$ cat config.mk
export PLATFORM = sky130hd
export DESIGN_NAME = time_axis_fir_filter_top
export DESIGN_NICKNAME = d
export VERILOG_FILES = /design/src/sv/tfir_pkg.sv /design/src/sv/tfir_cell.sv /design/src/sv/tfir_sum.sv /design/src/sv/time_axis_fir_filter_top.sv
export SDC_FILE = /design/constraint.sdc
export NUM_CORES = 2
export LEC_CHECK = 0
export BUFFER_PORTS_ARGS = -buffer_cell sky130_fd_sc_hd__buf_2
export CAP_MARGIN = 20
export CELL_PAD_IN_SITES_DETAIL_PLACEMENT = 0
export CELL_PAD_IN_SITES_GLOBAL_PLACEMENT = 1
export CORE_MARGIN = 2
export CORE_UTILIZATION = 53
export DETAILED_ROUTE_END_ITERATION = 7
export PLACE_DENSITY_LB_ADDON = 0.1
export SYNTH_ARGS = -nofsm -noshare
export SYNTH_HDL_FRONTEND = slang
export SYNTH_HIERARCHICAL = 1
export SYNTH_SLANG_ARGS = --single-unit
$ cat constraint.sdc
create_clock -name clock -period 18.2 [get_ports clock]
set_clock_uncertainty 0.2 [all_clocks]
set_input_delay 5.46 -clock clock [delete_from_list [all_inputs] [get_ports clock]]
set_output_delay 5.46 -clock clock [all_outputs]
set_load 0.05 [all_outputs]
$ cat src/sv/tfir_pkg.sv
// ----------------------------------------------------------------------------
// Time-axis FIR filter package
// Register indexes, field widths, reset values and shared types.
// ----------------------------------------------------------------------------
package tfir_pkg;

   localparam int COEF_W     = 16;
   localparam int TAP_W      = 3;
   localparam int MODE_W     = 2;
   localparam int NUM_COEF   = 5;
   localparam int STEP_W     = 32;
   localparam int FRAC_BITS  = 14;
   localparam int CSR_ADDR_W = 3;
   localparam int CSR_DATA_W = 16;

   // Register indexes on the configuration port.
   localparam logic [CSR_ADDR_W-1:0] CSR_TAP_COUNT    = 3'd0;
   localparam logic [CSR_ADDR_W-1:0] CSR_STENCIL_MODE = 3'd1;
   localparam int                    CSR_COEF_BASE    = 2;

   // Stencil modes; the unused code behaves as centered.
   localparam logic [MODE_W-1:0] STENCIL_BACKWARD = 2'd0;
   localparam logic [MODE_W-1:0] STENCIL_FORWARD  = 2'd1;
   localparam logic [MODE_W-1:0] STENCIL_CENTERED = 2'd2;

   localparam logic [TAP_W-1:0]         TAP_COUNT_RESET = 3'd5;
   localparam logic [MODE_W-1:0]        STENCIL_RESET   = STENCIL_CENTERED;
   localparam logic signed [COEF_W-1:0] COEF_RESET      = 16'sd3277;

   // Step numbers that travel with a word down the pipeline.
   typedef struct packed {
      logic [STEP_W-1:0] step_index;
      logic [STEP_W-1:0] label_step;
   } meta_type;

endpackage

$ cat src/sv/tfir_cell.sv
// ----------------------------------------------------------------------------
// Time-axis FIR filter delay-line cell
// Holds one window sample, hands it to the older neighbor on each shift and
// registers the weighted product of the sample it takes in.
// ----------------------------------------------------------------------------
module tfir_cell #(
   parameter int SAMPLE_BITS = 16
) (
   input  logic                                           clock,
   input  logic                                           reset,
   input  logic                                           shift_en,
   input  logic                                           clear,
   input  logic signed [SAMPLE_BITS-1:0]                  shift_in,
   input  logic signed [tfir_pkg::COEF_W-1:0]             coef,
   output logic signed [SAMPLE_BITS-1:0]                  sample_out,
   output logic signed [SAMPLE_BITS+tfir_pkg::COEF_W-1:0] prod_out
);
   import tfir_pkg::*;

   localparam int PROD_W = SAMPLE_BITS + COEF_W;

   logic signed [SAMPLE_BITS-1:0] sample_ff;
   logic signed [SAMPLE_BITS-1:0] sample_in;
   logic signed [PROD_W-1:0]      prod_ff;
   logic signed [PROD_W-1:0]      prod_in;

   // A restart empties the window before the new sample shifts in.
   assign sample_in = clear ? '0 : shift_in;
   assign prod_in   = PROD_W'(sample_in) * PROD_W'(coef);

   always_ff @(posedge clock) begin
      if (reset) begin
         sample_ff <= '0;
      end else if (shift_en) begin
         sample_ff <= sample_in;
      end
   end

   always_ff @(posedge clock) begin
      if (shift_en) begin
         prod_ff <= prod_in;
      end
   end

   assign sample_out = sample_ff;
   assign prod_out   = prod_ff;

endmodule

$ cat src/sv/tfir_sum.sv
// ----------------------------------------------------------------------------
// Time-axis FIR filter sum and output stage
// Adds the tap products, rounds the Q21.14 sum, saturates it and holds the
// finished word in the output register.
// ----------------------------------------------------------------------------
module tfir_sum #(
   parameter int SAMPLE_BITS = 16,
   parameter int MAX_TAPS    = 5
) (
   input  logic                                           clock,
   input  logic                                           reset,
   input  logic                                           in_valid,
   output logic                                           in_ready,
   input  logic signed [SAMPLE_BITS+tfir_pkg::COEF_W-1:0] prod [MAX_TAPS],
   input  tfir_pkg::meta_type                             in_meta,
   output logic                                           out_valid,
   input  logic                                           out_ready,
   output logic signed [SAMPLE_BITS-1:0]                  out_filtered,
   output tfir_pkg::meta_type                             out_meta,
   output logic                                           out_saturated
);
   import tfir_pkg::*;

   localparam int PROD_W = SAMPLE_BITS + COEF_W;
   localparam int SUM_W  = PROD_W + $clog2(MAX_TAPS);
   localparam int R_W    = SUM_W + 1 - FRAC_BITS;
   localparam logic signed [R_W-1:0] R_MAX = R_W'((1 << (SAMPLE_BITS - 1)) - 1);
   localparam logic signed [R_W-1:0] R_MIN = -R_MAX - R_W'(1);
   localparam logic signed [SUM_W:0] ROUND_HALF = (SUM_W + 1)'(1 << (FRAC_BITS - 1));

   logic                          sum_valid_ff;
   logic signed [SUM_W-1:0]       sum_ff;
   logic signed [SUM_W-1:0]       sum_in;
   meta_type                      sum_meta_ff;
   logic                          out_en;

   logic                          rsp_valid_ff;
   logic signed [SAMPLE_BITS-1:0] filtered_ff;
   logic signed [SAMPLE_BITS-1:0] filtered_in;
   logic                          sat_ff;
   logic                          sat_in;
   meta_type                      rsp_meta_ff;

   logic signed [SUM_W:0]         biased;
   logic signed [R_W-1:0]         rounded;

   assign out_en   = !rsp_valid_ff || out_ready;
   assign in_ready = !sum_valid_ff || out_en;

   always_comb begin
      sum_in = '0;
      for (int i = 0; i < MAX_TAPS; i++) begin
         sum_in = sum_in + SUM_W'(prod[i]);
      end
   end

   // Floor after adding one half rounds ties toward plus infinity.
   assign biased  = (SUM_W + 1)'(sum_ff) + ROUND_HALF;
   assign rounded = R_W'(biased >>> FRAC_BITS);

   always_comb begin
      if (rounded > R_MAX) begin
         filtered_in = SAMPLE_BITS'(R_MAX);
         sat_in      = 1'b1;
      end else if (rounded < R_MIN) begin
         filtered_in = SAMPLE_BITS'(R_MIN);
         sat_in      = 1'b1;
      end else begin
         filtered_in = SAMPLE_BITS'(rounded);
         sat_in      = 1'b0;
      end
   end

   always_ff @(posedge clock) begin
      if (reset) begin
         sum_valid_ff <= 1'b0;
         rsp_valid_ff <= 1'b0;
      end else begin
         if (in_ready) begin
            sum_valid_ff <= in_valid;
         end
         if (out_en) begin
            rsp_valid_ff <= sum_valid_ff;
         end
      end
   end

   always_ff @(posedge clock) begin
      if (in_ready) begin
         sum_ff      <= sum_in;
         sum_meta_ff <= in_meta;
      end
      if (out_en) begin
         filtered_ff <= filtered_in;
         sat_ff      <= sat_in;
         rsp_meta_ff <= sum_meta_ff;
      end
   end

   assign out_valid     = rsp_valid_ff;
   assign out_filtered  = filtered_ff;
   assign out_saturated = sat_ff;
   assign out_meta      = rsp_meta_ff;

   a_sat_at_limit: assert property (@(posedge clock) disable iff (reset)
      rsp_valid_ff && sat_ff |->
         filtered_ff == SAMPLE_BITS'(R_MAX) || filtered_ff == SAMPLE_BITS'(R_MIN))
      else $error("saturated word not at a range limit");

   a_out_from_sum: assert property (@(posedge clock) disable iff (reset)
      !$past(reset) && $rose(rsp_valid_ff) |-> $past(sum_valid_ff))
      else $error("output word appeared without a sum behind it");

endmodule

$ cat src/sv/time_axis_fir_filter_top.sv
// ----------------------------------------------------------------------------
// Time-axis FIR filter
// Valid-only FIR over a sliding window of samples with stencil timestamps.
// ----------------------------------------------------------------------------
// The filter takes one sample word per clock while not stalled and, once the
// window holds as many samples since the last restart as taps in use, gives
// one result word per sample. Each delay-line cell owns one window sample and
// its own multiplier, so all taps multiply in the cycle the sample arrives; a
// result then passes the product, sum and rounded output registers. Stages
// stall independently, so a result waiting at the output stops the input only
// once two more results fill the sum and product stages behind it. The user
// must write configuration only while the filter is idle; nothing enforces it.
module time_axis_fir_filter_top #(
   parameter int MAX_TAPS    = 5,
   parameter int SAMPLE_BITS = 16,
   localparam int IN_DATA_W  = ((SAMPLE_BITS + 7) / 8) * 8,
   localparam int OUT_DATA_W = ((SAMPLE_BITS + 2 * tfir_pkg::STEP_W + 7) / 8) * 8
) (
   input  logic                                clock,
   input  logic                                reset,
   // Sample words
   input  logic                                req_tvalid,
   output logic                                req_tready,
   input  logic [IN_DATA_W-1:0]                req_tdata,   // sample
   input  logic [0:0]                          req_tuser,   // restart
   // Result words
   output logic                                rsp_tvalid,
   input  logic                                rsp_tready,
   output logic [OUT_DATA_W-1:0]               rsp_tdata,   // filtered, step_index, label_step
   output logic [0:0]                          rsp_tuser,   // saturated
   // Configuration writes
   input  logic                                csr_we,
   input  logic [tfir_pkg::CSR_ADDR_W-1:0]     csr_addr,
   input  logic [tfir_pkg::CSR_DATA_W-1:0]     csr_wdata
);
   import tfir_pkg::*;

   localparam int PROD_W = SAMPLE_BITS + COEF_W;
   localparam int FILL_W = $clog2(MAX_TAPS + 1);

   logic [TAP_W-1:0]         tap_count_ff;
   logic [MODE_W-1:0]        stencil_ff;
   logic signed [COEF_W-1:0] coef_ff [NUM_COEF];

   logic [FILL_W-1:0]        fill_ff;
   logic [FILL_W-1:0]        fill_in;
   logic [STEP_W-1:0]        count_ff;
   logic [STEP_W-1:0]        count_base;
   logic                     prod_valid_ff;
   meta_type                 prod_meta_ff;
   meta_type                 meta_in;

   logic                     accept;
   logic                     restart;
   logic                     produce;
   logic                     sum_ready;
   logic [FILL_W-1:0]        taps;
   logic [STEP_W-1:0]        offset;

   logic signed [SAMPLE_BITS-1:0] sample;
   logic signed [SAMPLE_BITS-1:0] cell_sample [MAX_TAPS];
   logic signed [SAMPLE_BITS-1:0] cell_in     [MAX_TAPS];
   logic signed [COEF_W-1:0]      cell_coef   [MAX_TAPS];
   logic signed [PROD_W-1:0]      cell_prod   [MAX_TAPS];

   logic signed [SAMPLE_BITS-1:0] rsp_filtered;
   meta_type                      rsp_meta;
   logic                          rsp_sat;

   assign sample     = SAMPLE_BITS'(req_tdata[SAMPLE_BITS-1:0]);
   assign restart    = req_tuser[0];
   assign req_tready = !prod_valid_ff || sum_ready;
   assign accept     = req_tvalid && req_tready;

   // Configuration registers.
   always_ff @(posedge clock) begin
      if (reset) begin
         tap_count_ff <= TAP_COUNT_RESET;
         stencil_ff   <= STENCIL_RESET;
         for (int j = 0; j < NUM_COEF; j++) begin
            coef_ff[j] <= COEF_RESET;
         end
      end else if (csr_we) begin
         if (csr_addr == CSR_TAP_COUNT) begin
            tap_count_ff <= csr_wdata[TAP_W-1:0];
         end
         if (csr_addr == CSR_STENCIL_MODE) begin
            stencil_ff <= csr_wdata[MODE_W-1:0];
         end
         for (int j = 0; j < NUM_COEF; j++) begin
            if (csr_addr == CSR_ADDR_W'(CSR_COEF_BASE + j)) begin
               coef_ff[j] <= COEF_W'(csr_wdata);
            end
         end
      end
   end

   // Taps in use, with out-of-range counts clamped.
   always_comb begin
      if (int'(tap_count_ff) < 2) begin
         taps = FILL_W'(2);
      end else if (int'(tap_count_ff) > MAX_TAPS) begin
         taps = FILL_W'(MAX_TAPS);
      end else begin
         taps = FILL_W'(tap_count_ff);
      end
   end

   always_comb begin
      case (stencil_ff)
         STENCIL_BACKWARD: offset = STEP_W'(taps) - STEP_W'(1);
         STENCIL_FORWARD:  offset = '0;
         default:          offset = STEP_W'(taps >> 1);
      endcase
   end

   // The newest taps sit at the young end of the chain; the oldest sample
   // of the window meets coef_0.
   always_comb begin
      for (int k = 0; k < MAX_TAPS; k++) begin
         cell_coef[k] = '0;
         for (int j = 0; j < NUM_COEF; j++) begin
            if (j < MAX_TAPS && k + int'(taps) == MAX_TAPS + j) begin
               cell_coef[k] = coef_ff[j];
            end
         end
      end
   end

   for (genvar k = 0; k < MAX_TAPS; k++) begin : g_cell
      if (k == MAX_TAPS - 1) begin : g_young
         assign cell_in[k] = sample;
      end else begin : g_old
         assign cell_in[k] = cell_sample[k+1];
      end

      tfir_cell #(
         .SAMPLE_BITS (SAMPLE_BITS)
      ) u_cell (
         .clock      (clock),
         .reset      (reset),
         .shift_en   (accept),
         .clear      (restart && (k != MAX_TAPS - 1)),
         .shift_in   (cell_in[k]),
         .coef       (cell_coef[k]),
         .sample_out (cell_sample[k]),
         .prod_out   (cell_prod[k])
      );
   end

   always_comb begin
      if (restart) begin
         fill_in    = FILL_W'(1);
         count_base = '0;
      end else begin
         fill_in    = (int'(fill_ff) < MAX_TAPS) ? fill_ff + FILL_W'(1) : fill_ff;
         count_base = count_ff;
      end
   end

   assign produce            = fill_in >= taps;
   assign meta_in.step_index = count_base;
   assign meta_in.label_step = count_base + offset;

   always_ff @(posedge clock) begin
      if (reset) begin
         fill_ff       <= '0;
         count_ff      <= '0;
         prod_valid_ff <= 1'b0;
      end else begin
         if (accept) begin
            fill_ff  <= fill_in;
            count_ff <= produce ? count_base + STEP_W'(1) : count_base;
         end
         if (req_tready) begin
            prod_valid_ff <= accept && produce;
         end
      end
   end

   always_ff @(posedge clock) begin
      if (accept) begin
         prod_meta_ff <= meta_in;
      end
   end

   tfir_sum #(
      .SAMPLE_BITS (SAMPLE_BITS),
      .MAX_TAPS    (MAX_TAPS)
   ) u_sum (
      .clock         (clock),
      .reset         (reset),
      .in_valid      (prod_valid_ff),
      .in_ready      (sum_ready),
      .prod          (cell_prod),
      .in_meta       (prod_meta_ff),
      .out_valid     (rsp_tvalid),
      .out_ready     (rsp_tready),
      .out_filtered  (rsp_filtered),
      .out_meta      (rsp_meta),
      .out_saturated (rsp_sat)
   );

   assign rsp_tdata = OUT_DATA_W'({rsp_meta.label_step, rsp_meta.step_index, rsp_filtered});
   assign rsp_tuser = rsp_sat;

   a_fill_bounded: assert property (@(posedge clock) disable iff (reset)
      int'(fill_ff) <= MAX_TAPS)
      else $error("fill count beyond window length");

   a_restart_fill: assert property (@(posedge clock) disable iff (reset)
      accept && restart |=> fill_ff == FILL_W'(1))
      else $error("restart did not leave one sample in the window");

   a_count_step: assert property (@(posedge clock) disable iff (reset)
      accept && !restart && produce |=> count_ff == $past(count_ff) + STEP_W'(1))
      else $error("output counter did not advance with a result");

endmodule

[Word-level counts from Yosys, hierarchy flattened]
Memories as Yosys holds them, arrays and structs flattened.
Cells that the tools add are included.
Storage, ports and cells
  bits in registers: 511
  bits in writable memories: 80
  input bits: 41
  output and inout bits: 83
  logic and storage cells: 160
  memories kept: 1
Operators by class
  add/sub/neg operators: 13
  $mul: 5
  magnitude comparators: 6
  eq/ne operators: 30
  muxes and demuxes: 63
  bitwise gates (word level): 5
  reductions and logical operators: 12
Memories
  coef_ff: words 5, width 16, rd ports 5, clocked after Yosys merged registers in 0, wr ports 5, RTL line time_axis_fir_filter_top.sv:43  | logic signed [COEF_W-1:0] coef_ff [NUM_COEF];
Operators with widths (number)
  two-way mux 16 bit: 33
  == test 32 x 4 -> 1 bit (second input constant): 12
  multiplier 16 x 16 -> 32 bit: 5
  == test 32 x 5 -> 1 bit (second input constant): 4
  adder 35 x 32 -> 35 bit: 2
  two-way mux 32 bit: 2
  case mux 32 bit (2 select lines): 1
  adder 35 x 15 -> 36 bit (second input constant): 1
  adder 33 x 32 -> 34 bit: 1
  adder 32 x 32 -> 33 bit: 1
  adder 32 x 1 -> 32 bit (second input constant): 1
  adder 32 bit: 1
  two-way mux 1 bit: 23
  greater-than comparator 22 x 16 -> 1 bit (second input constant): 1
  < comparator 22 x 16 -> 1 bit (second input constant): 1
  == test 4 bit (second input constant): 4
  == test 3 bit (second input constant): 4
  two-way mux 3 bit: 4
  == test 3 x 2 -> 1 bit (second input constant): 3
  adder 2 x 3 -> 4 bit (first input constant): 2
  == test 3 x 1 -> 1 bit (second input constant): 2
  bitwise OR 1 bit: 5
  adder 1 x 3 -> 4 bit (first input constant): 1
  adder 3 x 3 -> 4 bit (first input constant): 1
  13 further kinds: 19

[Logic depth before layout (Yosys ltp)]
  depth after elaboration: 11
  mapped depth: 36
  gate-level depth less buffers: 31

[Hierarchy]
Netlist, hierarchy kept.
By module, submodules not included
  tfir_cell (g_cell[2].u_cell ...): times used 2, cells each 1168, area an instance 11412.2 um^2, seq. area each 1281.2 um^2
  tfir_cell (g_cell[1].u_cell): times used 1, cells each 1242, area an instance 11676.2 um^2, seq. area each 1281.2 um^2
  time_axis_fir_filter_top: times used 1, cells each 1292, area an instance 11609.9 um^2, seq. area each 5144.9 um^2
  tfir_cell (g_cell[0].u_cell): times used 1, cells each 1225, area an instance 11592.4 um^2, seq. area each 1281.2 um^2
  tfir_cell (g_cell[4].u_cell): times used 1, cells each 1176, area an instance 11476.0 um^2, seq. area each 1281.2 um^2
  tfir_sum: times used 1, cells each 844, area an instance 10133.5 um^2, seq. area each 5054.8 um^2

[Worst setup path after synthesis]
OpenSTA, ideal clock, no wires.
  path type: input-to-reg
  from: in rsp_tready
  to: reg count_ff[20]
  library setup time: 128 ps
  data arrival time: 14858 ps
  data required time: 17872 ps
  setup slack: 3014 ps
  stages on the path: 12
  buffers on the path: 3
  cells stage by stage: nor2b_1 nand2_1 nand2b_1 nand2_1 clkbuf_1 clkinv_1 nand2_1 clkbuf_1 buf_1 nand2_1 xnor2_1 nor2_1
Between the ends
  longest elaborated chain between the ends: 4
RTL lines
  from (decl): RTL line time_axis_fir_filter_top.sv:28  | input logic rsp_tready,
  logical OR 1 bit: RTL line tfir_sum.sv:47  | assign out_en = !rsp_valid_ff || out_ready;
  logical OR 1 bit: RTL line tfir_sum.sv:48  | assign in_ready = !sum_valid_ff || out_en;
  net sum_ready: RTL line time_axis_fir_filter_top.sv:56  | logic sum_ready;
  logical OR 1 bit: RTL line time_axis_fir_filter_top.sv:72  | assign req_tready = !prod_valid_ff || sum_ready;
  net req_tready: RTL line time_axis_fir_filter_top.sv:23  | output logic req_tready,
  logical AND 1 bit: RTL line time_axis_fir_filter_top.sv:73  | assign accept = req_tvalid && req_tready;
  net accept: RTL line time_axis_fir_filter_top.sv:53  | logic accept;
  to (signal assigned): RTL line time_axis_fir_filter_top.sv:173  | count_ff <= produce ? count_base + STEP_W'(1) : count_base;
  to (decl): RTL line time_axis_fir_filter_top.sv:47  | logic [STEP_W-1:0] count_ff;
The timed path passes the listed nets, and every way through them passes these cells.
A chain may end at the register's enable or synchronous reset.

[Final worst setup path]
  from: in req_tuser
  to: reg g_cell[2].u_cell.prod_ff[28], data pin
Between the ends
  longest elaborated chain between the ends: 2
RTL lines
  from (decl): RTL line time_axis_fir_filter_top.sv:25  | input logic [0:0] req_tuser,
  two-way mux 16 bit: RTL line tfir_cell.sv:28  | assign sample_in = clear ? '0 : shift_in;
  multiplier 16 x 16 -> 32 bit: RTL line tfir_cell.sv:29  | assign prod_in = PROD_W'(sample_in) * PROD_W'(coef);
  net g_cell[2].u_cell.prod_in[28]: RTL line tfir_cell.sv:25  | logic signed [PROD_W-1:0] prod_in;
  to (signal assigned): RTL line tfir_cell.sv:41  | prod_ff <= prod_in;
  to (decl): RTL line tfir_cell.sv:24  | logic signed [PROD_W-1:0] prod_ff;
The timed path passes the listed nets, and every way through them passes these cells.

==> flow_summary.json <==
{
  "grt_max_degree": 74,
  "portBuffers": 123,
  "die_height_um": 389,
  "drt-initial-drc-count": 4044,
  "fin_crit_sh_pct": 70.6,
  "hp-class": "flop to flop",
  "ios": 124,
  "worstSetupPathType": "input pin to flop",
  "cts_buffers": 72,
  "clk_pin_slew_ns": 0.06,
  "cp-end-kind": "flop",
  "wl_per_cell_um": 21.5,
  "top_usage_layer": "met2",
  "htreeDepth": 3,
  "setup_viol": 0,
  "use_met1_pct": 40.0,
  "fin_nets": 10049,
  "netSwitchingPower_mw": 4.85,
  "worstMarginPinSlew_ns": 1.19,
  "peakVddDrop_uv": 251,
  "grt_overflow": 0,
  "grt_util_all_layers_pct": 29.8,
  "hold_buffers": 0,
  "grt_pass1_vias": 59610,
  "cp.required_ns": 18.43,
  "finalHoldViolations": 0,
  "p_seq_share_pct": 19.6,
  "grt_pass1_wl_um": 345000,
  "power_leakage_nw": 41.1,
  "ys_warn_count": 6,
  "swShare_pct": 48.0,
  "tns_ns": 0,
  "crit_path_start_kind": "input pin",
  "netlist_area_mm2": 0.0788,
  "synth_cells": 8063,
  "clockRootBuffer": "clkbuf_16",
  "combPwrFrac_pct": 66.2,
  "clock-sinks": 578,
  "crit_fanout": 73,
  "place_ws_ns": 4.66,
  "place_area_mm2": 0.0820,
  "cts_tree": "done",
  "area_growth_pct": 7.32,
  "die_x_um": 389,
  "viasPerCell": 5.48,
  "p_int_mw": 5.26,
  "max-slew-margin-rel_pct": 21.0,
  "rows": 141,
  "antenna_found_initial": 16,
  "totalWireLength_um": 217000,
  "status": "finished clean",
  "cts_resized": 0,
  "gp_congestion": 0.897,
  "drive_gt1_share_pct": 6.40,
  "rsz0062_at_grt": "no",
  "synth.avg_cell_area_um2": 9.77,
  "grt.met3_usage_pct": 4.66,
  "dp_hpwl_um": 170000,
  "detail-route-antenna-nets": 0,
  "clockBufferDepth": 3,
  "post_cts_buffers": 0,
  "met2_usage_pct": 49.7,
  "clock_latency_ns": 0.71,
  "fillCellCount": 13080,
  "clockPowerShare_pct": 14.2,
  "drv_slew": 0,
  "p_per_area_mw_per_mm2": 120,
  "vias": 55443,
  "dieArea_mm2": 0.152,
  "fmax_mhz": 77.8,
  "drtPass1Iterations": 7,
  "postLayoutSetupSlackWorst_ns": 5.35,
  "drc_errors": 0,
  "cp.arrival_ns": 13.09,
  "period_minus_slack_ns": 12.85,
  "finalInstanceArea_mm2": 0.0845,
  "core_area_mm2": 0.148,
  "cap_violations": 0,
  "start_util_pct": 53.3
}
[routing by layer]
layer | vias to the layer above | part of all wire, %
li1 | 25056 | -
met1 | 28385 | 42
met2 | 1672 | 48
met3 | 320 | 6.4
met4 | 10 | 3.6
met5 | - | 0.027
[area by class of cell]
class	instances	area, µm²	area share, %
timing repair buffer	287	1950	2.31
clock buffer	86	1870	2.22
tap	1930	2410	2.86
inverter	1816	6830	8.08
sequential	578	16300	19.3
multi-input combinational	5371	54700	64.7
clock inverter	46	509	0.603
antenna	2	5.00	0.00592
[cells in the final DEF, fill, tap and decap left out, drive strengths merged, types with 56 or more instances in the layout]
cell type  instances
fa              1408
edfxtp           471
nor2b            130
xor2              56
dfxtp            107
ha               474
nor2             404
a21o              76
nand2            784
mux2i             72
xnor2            215
a21oi            262
clkbuf            87
nand3             70
and2             653
inv             1820
a22oi             73
o21ai            161
buf              286
[power groups by stage]
stage / clock network (mW) / registers [mW] / logic [mW]
5_1_grt: 1.51 / 2.00 / 7.46
3_5_place_dp: 0 / 2.01 / 6.64
3_3_place_gp: 0 / 2.01 / 6.54
4_1_cts: 1.47 / 1.98 / 6.67
6_report: 1.44 / 1.98 / 6.69
2_1_floorplan: 0 / 2.05 / 4.62
[path summary, 6_finish.rpt]
kind | from | cells after the start | slack [ns] | to
max | req_tuser | 24 | 5.35 | g_cell[2].u_cell/prod_out[28]
min | prod_meta_ff[57] | 0 | 0.22 | u_sum/sum_meta_ff[57]
max reg2reg | tap_count_ff[2] | 25 | 7.00 | g_cell[1].u_cell/prod_out[27]
min reg2reg | prod_meta_ff[57] | 0 | 0.22 | u_sum/sum_meta_ff[57]
[worst max-delay path: stages]
cell and delay, ns:
buf_4 0.51, buf_4 0.54, buf_4 0.68, nor2b_1 0.10, buf_4 0.23, nand2_1 0.13
inv_1 0.10, fa_1 0.74, fa_1 0.50, fa_1 0.50, fa_1 0.52, fa_1 0.50
inv_1 0.05, fa_1 0.47, inv_1 0.04, ha_1 0.32, and3_1 0.19, and2_2 0.22
a22oi_4 0.18, o211ai_4 0.14, a311oi_4 0.40, o2111ai_2 0.21, a21oi_2 0.18, xnor2_1 0.08
[stage by stage]
step                utilization, %  hold WS [ns]  power [mW]  cells
floorplan                        -         0.200        6.68   8069
detailed placement            55.6         0.205        8.65   9977
global route                  57.2         0.223        11.0  10114
finish                        57.2         0.217        10.1  10116
CTS                           57.2         0.218        10.1  10109
global placement              55.5         0.202        8.55   9974
[flip-flops by register name, summed over array words and instances (netlist names), 2 cells and up]
register	flops
coef_ff	80
count_ff	32
fill_ff	3
g_cell.u_cell/prod_out	160
g_cell.u_cell/sample_out	64
prod_meta_ff	64
stencil_ff	2
tap_count_ff	3
u_sum/out_filtered	16
u_sum/out_meta	64
u_sum/sum_ff	22
u_sum/sum_meta_ff	64
No activity file was read; power rests on OpenSTA's default activity.
